[src/design/hefd_pkg.sv]
package hefd_pkg;

    localparam int QUEUE_DEPTH_DEF = 4;

    localparam int CFG_IDX_W = 8;
    localparam logic [CFG_IDX_W-1:0] CFG_COMPLETE_IDX = 8'd0;
    localparam logic [CFG_IDX_W-1:0] CFG_STATUS_IDX   = 8'd1;

    localparam logic [7:0] COMPLETE_CODE_RST = 8'd14;
    localparam logic [7:0] STATUS_CODE_RST   = 8'd15;

    localparam logic [7:0] CC_MIN_LEN = 8'd3;
    localparam logic [7:0] CS_LEN     = 8'd4;

    localparam int CNT_W = 9;
    localparam logic [CNT_W-1:0] CNT_MAX = 9'd511;

    typedef enum logic [2:0] {
        OUT_OTHER    = 3'd0,
        OUT_COMPLETE = 3'd1,
        OUT_STATUS   = 3'd2,
        OUT_TRUNC    = 3'd3,
        OUT_BAD_LEN  = 3'd4
    } t_outcome;

    typedef struct packed {
        logic [7:0] data_byte;
        logic       last_byte;
    } t_in_word;

    typedef struct packed {
        logic [2:0]  outcome;
        logic [7:0]  evt_code;
        logic [7:0]  param_length;
        logic [7:0]  num_cmd_packets;
        logic [15:0] cmd_opcode;
        logic [7:0]  cmd_status;
        logic [7:0]  return_param_length;
    } t_out_word;

    // One finished buffer, handed from the byte front end to the classifier.
    typedef struct packed {
        logic       trunc;
        logic [7:0] evt_code;
        logic [7:0] param_length;
        logic [7:0] param0;
        logic [7:0] param1;
        logic [7:0] param2;
        logic [7:0] param3;
    } t_frame;

    typedef struct packed {
        logic                 valid;
        logic [CFG_IDX_W-1:0] index;
        logic [7:0]           data;
    } t_cfg_wr;

endpackage

[src/design/hefd_front.sv]
module hefd_front
    import hefd_pkg::*;
(
    input  logic     i_clk,
    input  logic     i_rst_n,
    input  logic     i_in_valid,
    input  t_in_word i_in_word,
    input  logic     i_full,
    output logic     o_in_stall,
    output logic     o_push,
    output t_frame   o_frame
);

    logic [CNT_W-1:0] r_count, n_count;
    logic [7:0]       r_code, n_code;
    logic [7:0]       r_plen, n_plen;
    logic [7:0]       r_p0, n_p0;
    logic [7:0]       r_p1, n_p1;
    logic [7:0]       r_p2, n_p2;
    logic [7:0]       r_p3, n_p3;
    logic             accept;

    assign o_in_stall = i_full;
    assign accept     = i_in_valid && !i_full;

    always_comb begin
        n_code = r_code;
        n_plen = r_plen;
        n_p0   = r_p0;
        n_p1   = r_p1;
        n_p2   = r_p2;
        n_p3   = r_p3;
        unique case (r_count)
            9'd0: n_code = i_in_word.data_byte;
            9'd1: n_plen = i_in_word.data_byte;
            9'd2: n_p0   = i_in_word.data_byte;
            9'd3: n_p1   = i_in_word.data_byte;
            9'd4: n_p2   = i_in_word.data_byte;
            9'd5: n_p3   = i_in_word.data_byte;
            default: ;
        endcase
        n_count = (r_count == CNT_MAX) ? r_count : r_count + 9'd1;
    end

    assign o_push             = accept && i_in_word.last_byte;
    assign o_frame.trunc      = (n_count < 9'd2) || ({1'b0, n_plen} + 9'd2 > n_count);
    assign o_frame.evt_code   = n_code;
    assign o_frame.param_length = n_plen;
    assign o_frame.param0     = n_p0;
    assign o_frame.param1     = n_p1;
    assign o_frame.param2     = n_p2;
    assign o_frame.param3     = n_p3;

    always_ff @(posedge i_clk) begin
        if (!i_rst_n || o_push) begin
            // start the next buffer from a clean frame
            r_count <= '0;
            r_code  <= '0;
            r_plen  <= '0;
            r_p0    <= '0;
            r_p1    <= '0;
            r_p2    <= '0;
            r_p3    <= '0;
        end else if (accept) begin
            r_count <= n_count;
            r_code  <= n_code;
            r_plen  <= n_plen;
            r_p0    <= n_p0;
            r_p1    <= n_p1;
            r_p2    <= n_p2;
            r_p3    <= n_p3;
        end
    end

endmodule

[src/design/hefd_queue.sv]
module hefd_queue
    import hefd_pkg::*;
#(
    parameter int DEPTH = QUEUE_DEPTH_DEF
) (
    input  logic   i_clk,
    input  logic   i_rst_n,
    input  logic   i_push,
    input  t_frame i_frame,
    input  logic   i_pop,
    output logic   o_valid,
    output logic   o_full,
    output t_frame o_frame
);

    localparam int PTR_W = $clog2(DEPTH);
    localparam int CNT_QW = $clog2(DEPTH + 1);
    localparam logic [PTR_W-1:0]  PTR_LAST = PTR_W'(DEPTH - 1);
    localparam logic [CNT_QW-1:0] CNT_FULL = CNT_QW'(DEPTH);

    t_frame            r_mem [DEPTH];
    logic [PTR_W-1:0]  r_wr_ptr, r_rd_ptr;
    logic [CNT_QW-1:0] r_fill;
    logic              do_push, do_pop;

    assign o_valid = (r_fill != '0);
    assign o_full  = (r_fill == CNT_FULL);
    assign o_frame = r_mem[r_rd_ptr];
    assign do_push = i_push && !o_full;
    assign do_pop  = i_pop && o_valid;

    always_ff @(posedge i_clk) begin
        if (do_push) begin
            r_mem[r_wr_ptr] <= i_frame;
        end
    end

    always_ff @(posedge i_clk) begin
        if (!i_rst_n) begin
            r_wr_ptr <= '0;
            r_rd_ptr <= '0;
            r_fill   <= '0;
        end else begin
            if (do_push) begin
                r_wr_ptr <= (r_wr_ptr == PTR_LAST) ? '0 : r_wr_ptr + PTR_W'(1);
            end
            if (do_pop) begin
                r_rd_ptr <= (r_rd_ptr == PTR_LAST) ? '0 : r_rd_ptr + PTR_W'(1);
            end
            if (do_push && !do_pop) begin
                r_fill <= r_fill + CNT_QW'(1);
            end else if (do_pop && !do_push) begin
                r_fill <= r_fill - CNT_QW'(1);
            end
        end
    end

endmodule

[src/design/hefd_back.sv]
module hefd_back
    import hefd_pkg::*;
(
    input  logic      i_clk,
    input  logic      i_rst_n,
    input  t_cfg_wr   i_cfg,
    input  logic      i_head_valid,
    input  t_frame    i_head,
    output logic      o_pop,
    input  logic      i_out_stall,
    output logic      o_out_valid,
    output t_out_word o_out_word
);

    logic [7:0] r_complete_code;
    logic [7:0] r_status_code;
    logic       r_out_valid;
    t_out_word  r_out_word, n_out_word;
    t_outcome   outcome;

    always_ff @(posedge i_clk) begin
        if (!i_rst_n) begin
            r_complete_code <= COMPLETE_CODE_RST;
            r_status_code   <= STATUS_CODE_RST;
        end else if (i_cfg.valid) begin
            if (i_cfg.index == CFG_COMPLETE_IDX) begin
                r_complete_code <= i_cfg.data;
            end
            if (i_cfg.index == CFG_STATUS_IDX) begin
                r_status_code <= i_cfg.data;
            end
        end
    end

    // Complete check comes first when both registers hold the same code.
    always_comb begin
        n_out_word = '0;
        outcome    = OUT_OTHER;
        if (i_head.trunc) begin
            outcome = OUT_TRUNC;
        end else begin
            n_out_word.evt_code     = i_head.evt_code;
            n_out_word.param_length = i_head.param_length;
            if (i_head.evt_code == r_complete_code) begin
                if (i_head.param_length < CC_MIN_LEN) begin
                    outcome = OUT_BAD_LEN;
                end else begin
                    outcome = OUT_COMPLETE;
                    n_out_word.num_cmd_packets     = i_head.param0;
                    n_out_word.cmd_opcode          = {i_head.param2, i_head.param1};
                    n_out_word.return_param_length = i_head.param_length - CC_MIN_LEN;
                end
            end else if (i_head.evt_code == r_status_code) begin
                if (i_head.param_length != CS_LEN) begin
                    outcome = OUT_BAD_LEN;
                end else begin
                    outcome = OUT_STATUS;
                    n_out_word.cmd_status      = i_head.param0;
                    n_out_word.num_cmd_packets = i_head.param1;
                    n_out_word.cmd_opcode      = {i_head.param3, i_head.param2};
                end
            end
        end
        if (i_head.trunc) begin
            n_out_word = '0;
        end
        n_out_word.outcome = outcome;
    end

    // Refill the output register when it is empty or its word is taken.
    assign o_pop = i_head_valid && (!r_out_valid || !i_out_stall);

    always_ff @(posedge i_clk) begin
        if (!i_rst_n) begin
            r_out_valid <= 1'b0;
        end else if (o_pop) begin
            r_out_valid <= 1'b1;
        end else if (!i_out_stall) begin
            r_out_valid <= 1'b0;
        end
    end

    always_ff @(posedge i_clk) begin
        if (o_pop) begin
            r_out_word <= n_out_word;
        end
    end

    assign o_out_valid = r_out_valid;
    assign o_out_word  = r_out_word;

endmodule

[src/design/hci_event_frame_decoder.sv]
// HCI event frame decoder.
// Input channel: one byte of an event buffer per word (i_in_word), with
// last_byte set on the buffer's final byte; a word moves when i_in_valid is
// high and o_in_stall is low. Output channel: one classified result per
// buffer on o_out_word, moved when o_out_valid is high and i_out_stall low.
// Configuration: i_cfg_valid/o_cfg_ready write the complete (index 0) and
// status (index 1) event codes; o_cfg_ready is always high. Write only idle.
// Throughput: one byte per cycle while o_in_stall is low. The front end
// counts and captures bytes; a finished buffer goes through a small queue
// to the classifier, which fills the output register. A finished buffer is
// written into the queue, and its result then into the output register.
// When the receiver stalls, the output register holds its word, the queue
// absorbs further finished buffers, and o_in_stall rises only once the
// queue is full; bytes of a buffer in progress still flow until then.
// Reset: frame state and queue are cleared, no result is pending, and the
// event codes return to 14 (complete) and 15 (status).
module hci_event_frame_decoder
    import hefd_pkg::*;
#(
    parameter int QUEUE_DEPTH = QUEUE_DEPTH_DEF
) (
    input  logic                 i_clk,
    input  logic                 i_rst_n,
    input  logic                 i_in_valid,
    output logic                 o_in_stall,
    input  t_in_word             i_in_word,
    output logic                 o_out_valid,
    input  logic                 i_out_stall,
    output t_out_word            o_out_word,
    input  logic                 i_cfg_valid,
    output logic                 o_cfg_ready,
    input  logic [CFG_IDX_W-1:0] i_cfg_index,
    input  logic [7:0]           i_cfg_data
);

    logic    push, pop, full, head_valid;
    t_frame  push_frame, head_frame;
    t_cfg_wr cfg_wr;

    assign o_cfg_ready  = 1'b1;
    assign cfg_wr.valid = i_cfg_valid;
    assign cfg_wr.index = i_cfg_index;
    assign cfg_wr.data  = i_cfg_data;

    hefd_front u_front (
        .i_clk      (i_clk),
        .i_rst_n    (i_rst_n),
        .i_in_valid (i_in_valid),
        .i_in_word  (i_in_word),
        .i_full     (full),
        .o_in_stall (o_in_stall),
        .o_push     (push),
        .o_frame    (push_frame)
    );

    hefd_queue #(
        .DEPTH (QUEUE_DEPTH)
    ) u_queue (
        .i_clk   (i_clk),
        .i_rst_n (i_rst_n),
        .i_push  (push),
        .i_frame (push_frame),
        .i_pop   (pop),
        .o_valid (head_valid),
        .o_full  (full),
        .o_frame (head_frame)
    );

    hefd_back u_back (
        .i_clk        (i_clk),
        .i_rst_n      (i_rst_n),
        .i_cfg        (cfg_wr),
        .i_head_valid (head_valid),
        .i_head       (head_frame),
        .o_pop        (pop),
        .i_out_stall  (i_out_stall),
        .o_out_valid  (o_out_valid),
        .o_out_word   (o_out_word)
    );

endmodule
[config.mk]
export PLATFORM = sky130hd
export DESIGN_NAME = hci_event_frame_decoder
export DESIGN_NICKNAME = d
export VERILOG_FILES = /design/src/design/hefd_pkg.sv /design/src/design/hefd_front.sv /design/src/design/hefd_queue.sv /design/src/design/hefd_back.sv /design/src/design/hci_event_frame_decoder.sv
export SDC_FILE = /design/constraint.sdc
export NUM_CORES = 1
export LEC_CHECK = 0
export BUFFER_PORTS_ARGS = -buffer_cell sky130_fd_sc_hd__buf_2
export CORE_MARGIN = 2
export CORE_UTILIZATION = 54
export DETAILED_ROUTE_END_ITERATION = 7
export PLACE_DENSITY = 0.74
export SYNTH_ARGS = -nofsm -noshare
export SYNTH_HDL_FRONTEND = slang
export SYNTH_SLANG_ARGS = --single-unit
[constraint.sdc]
create_clock -name i_clk -period 4 [get_ports i_clk]
set_input_delay 0.2 -clock i_clk [delete_from_list [all_inputs] [get_ports i_clk]]
set_output_delay 0.2 -clock i_clk [all_outputs]
set_load 0.05 [all_outputs]
==> impl_metrics.csv <==
group,metric,value,unit
power,ir_worst_vdd,563.1,uV
clocking,htreeDepth,1,
grt,grt_max_degree,61,
setup_path,cp.depth,14,
job,drv_cap,0,
sta,max_freq,270.9,MHz
setup_path,rr_worst_depth,14,
min_path,holdPathStages,2,
grt,grtUsageTotal,0.2044,
logic_synthesis,synth.area.top_cells,"edfxtp_1, dfxtp_1, mux4_2",
floorplanning,die-area,0.02737,sq mm
clocking,cts-buffers-inserted,31,
floorplanning,rows,59,
power,p_switching,3.942,mW
sta,finalSetupTns,0,ps
clocking,clkSlewWorstSetupHoldPaths,70,ps
sta,min_period,3691,ps
clocking,post-cts-setup-buffers,0,
setup_path,cp_max_fo,6,
final_layout,final_nets,1092,
final_layout,diodes,0,
logic_synthesis,syn_nets,982,
floorplanning,ios,92,
logic_synthesis,async_flop_share,0,
power,pwr-share-clk,0.271,
floorplanning,core,0.02584,sq mm
routing,detail_route.wl_per_cell,19.83,microns
routing,drtIter0Drc,674,
clocking,cts.path.max_buffers,3,
placed_design,dpl.hpwl,17510,microns
final_layout,syn_to_final_growth,14.02,%
sta,setup_viol,0,
routing,ant_nets,0,
logic_synthesis,synth_ff_type,"edfxtp_1",
final_layout,layout_common_cells,"edfxtp_1, buf_2, dfxtp_1",
grt,grt_pass1_vias,7769,
clocking,clock-root-buffer,"clkbuf_16",
logic_synthesis,yosysWarnings,0,
grt,grt_antenna_before_repair,0,
logic_synthesis,seq_area_frac_synth,0.6622,
min_path,hp-class,"input port to flip-flop",
power,p_int,7.317,mW
setup_path,arrival,3980,ps
sta,min_period_over_period,0.9228,
clocking,clkSinkCount,338,
routing,firstDrtPassIters,5,
setup_path,cp_data_required_time,4290,ps
logic_synthesis,synth_cells,929,
final_layout,final_common_cell,"edfxtp_1",
logic_synthesis,netlist_area,0.01407,sq mm
routing,drcViolationCount,0,
power,p_per_area,701.6,mW/mm^2
setup_path,path_delay_family,"simple AND/OR/NAND/NOR gates",
setup_path,crit_path_start_kind,"flip-flop",
setup_path,setup.worst_path.end_class,"flip-flop",
floorplanning,start_util,0.5447,
setup_path,worstSetupPathType,"flip-flop to flip-flop",
power,switching_share,0.3501,
placed_design,gp_congestion,0.8488,
clocking,clk_latency,570,ps
final_layout,drive_above_1_share,0.2481,
grt,grt_pass1_wl,42900,microns
sta,slew_violations,0,
final_layout,nFillCells,1894,
power,p_comb_frac,0.312,
logic_synthesis,synth_area_per_cell,15.15,sq um
routing,avgViaCountPerCell,5.704,
logic_synthesis,synth_seq_cells,338,
floorplanning,die_w,165.4,microns
routing,vias,7980,
floorplanning,die_height,165.4,microns
logic_synthesis,synth_top_area_cell,"edfxtp_1",
sta,finalHoldViolCount,0,
setup_path,crit_path_max_incr_delay,620,ps
status,status,"finished clean",
logic_synthesis,synth_edf_count,255,
power,p_leak,5.728,nW
logic_synthesis,synth_top_area_frac,0.5441,
placed_design,port_buffers,90,
sta,worst_slew_pin_slew,963.5,ps
final_layout,finalCoreUtilization,0.6211,
power,power_frac_seq,0.416,
setup_path,path_buf_inv,0,
clocking,cts_tree,"built",
setup_path,path_cells,"or4_1, nor4b_4, mux2_2, ha_1, nor2b_1, nand2_1, xnor2_1, ha_1, o21ai_0, nand2b_1, a21oi_1, a211oi_1, a211oi_1, o22ai_1",
logic_synthesis,synth.distinct_cells,56,
grt,grt_overflow,0,
setup_path,crit_slowest_cell,"or4_1",
sta,finClkSkew,9.441,ps
routing,route.final.wire_length,27740,microns
sta,rsz0062_at_grt,"no",
sta,slew_headroom,0.3553,
metrics by stage:
| step | instances | worst slack [ps] | total power, mW | hold WS (ps) | cell area, sq um |
|---|---|---|---|---|---|
| 2_1_floorplan | 929 | 200.2 | 7.515 | 325.1 | 14070 |
| 3_3_place_gp | 1326 | 377.1 | 8.220 | 435.9 | 14820 |
| 3_5_place_dp | 1326 | 279.1 | 8.278 | 433.1 | 14820 |
| 4_1_cts | 1399 | 254.7 | 11.33 | 5.980 | 16040 |
| 5_1_grt | 1399 | 88.65 | 11.74 | 25.30 | 16050 |
| 6_report | 1399 | 308.7 | 11.26 | 17.07 | 16050 |
synthesized netlist by cell type (6+ instances only):
| cell | count |
|---|---|
| mux2i_1 | 24 |
| mux2_2 | 41 |
| clkbuf_1 | 28 |
| nand2_1 | 80 |
| a21oi_1 | 34 |
| xnor2_1 | 28 |
| xor2_1 | 9 |
| and2_1 | 11 |
| nor3_1 | 30 |
| nor2b_1 | 30 |
| a22o_1 | 23 |
| mux4_2 | 40 |
| mux4_1 | 9 |
| and3_1 | 7 |
| edfxtp_1 | 255 |
| o21ai_0 | 7 |
| inv_1 | 16 |
| nor2_1 | 58 |
| a211oi_1 | 12 |
| nand4_1 | 6 |
| ha_1 | 22 |
| nand3_1 | 14 |
| dfxtp_1 | 83 |
| buf_6 | 8 |
flip-flops by register name, indices dropped and copies added, names as in the netlist, named ones only:
name	count
u_front.r_p1	8
u_queue.r_fill	3
u_back.o_out_valid	1
u_front.r_p0	8
u_queue.r_rd_ptr	2
u_front.r_p3	8
u_front.r_plen	8
u_front.r_code	8
u_back.o_out_word	59
u_queue.r_wr_ptr	2
u_back.r_complete_code	8
u_queue.r_mem	196
u_front.r_p2	8
u_back.r_status_code	8
u_front.r_count	9
cells by family (layout without fill, tap and decap cells):
kind of cell / Yosys count / count (layout) / synth area share
AOI/OAI and AO/OA: 91 / 91 / 0.04347
adders and majority gates: 23 / 23 / 0.02098
buffers and inverters: 65 / 200 / 0.02596
DFF: 338 / 338 / 0.6622
muxes: 114 / 114 / 0.1307
xor gates and xnor gates: 37 / 37 / 0.02303
and+or+nand+nor: 260 / 260 / 0.09344
other: 1 / 1 / 0.0002665
power groups by stage:
stage / Clock, mW / Combinational [mW] / Sequential [mW]
2_1_floorplan: 0 / 1.77 / 5.74
3_3_place_gp: 0 / 3.47 / 4.75
3_5_place_dp: 0 / 3.51 / 4.77
4_1_cts: 3.09 / 3.54 / 4.70
5_1_grt: 3.22 / 3.77 / 4.76
6_report: 3.05 / 3.52 / 4.69
routing by layer:
layer / global-route usage / routed length [microns]
met1: 0.2847 / 12210
met2: 0.3422 / 13480
met3: 0.02872 / 1474
met4: 0.05290 / 573
met5: 0 / 0
final cells by class:
class | count | area [sq um] | area share
sequential | 338 | 9324 | 0.5811
multi-input combinational | 526 | 4413 | 0.2750
clock buffer | 36 | 824.5 | 0.05138
timing repair buffer | 126 | 758.2 | 0.04725
tap | 335 | 419.2 | 0.02612
clock inverter | 22 | 247.7 | 0.01544
inverter | 16 | 60.06 | 0.003743
what timing repair did:
item / in CTS / in global routing
resized for setup: 0 / 1
hold buffers: 15 / 0
endpoints found under the setup margin: 0 / 4
endpoints found under the hold margin: 27 / 0
path summary, 6_finish.rpt:
kind | startpoint | to | slack [ps]
setup / recovery | u_front.r_count[8]$_SDFFE_PP0P_ | u_queue.r_mem[0][48]$_DFFE_PP_ | 310
hold / removal | i_rst_n | u_back.r_status_code[2]$_SDFFE_PN1P_ | 20
setup reg to reg | u_front.r_count[8]$_SDFFE_PP0P_ | u_queue.r_mem[0][48]$_DFFE_PP_ | 310
hold reg to reg | u_front.r_p3[5]$_SDFFE_PP0P_ | u_front.r_p3[5]$_SDFFE_PP0P_ | 450
(Power assumes the default switching activity.)
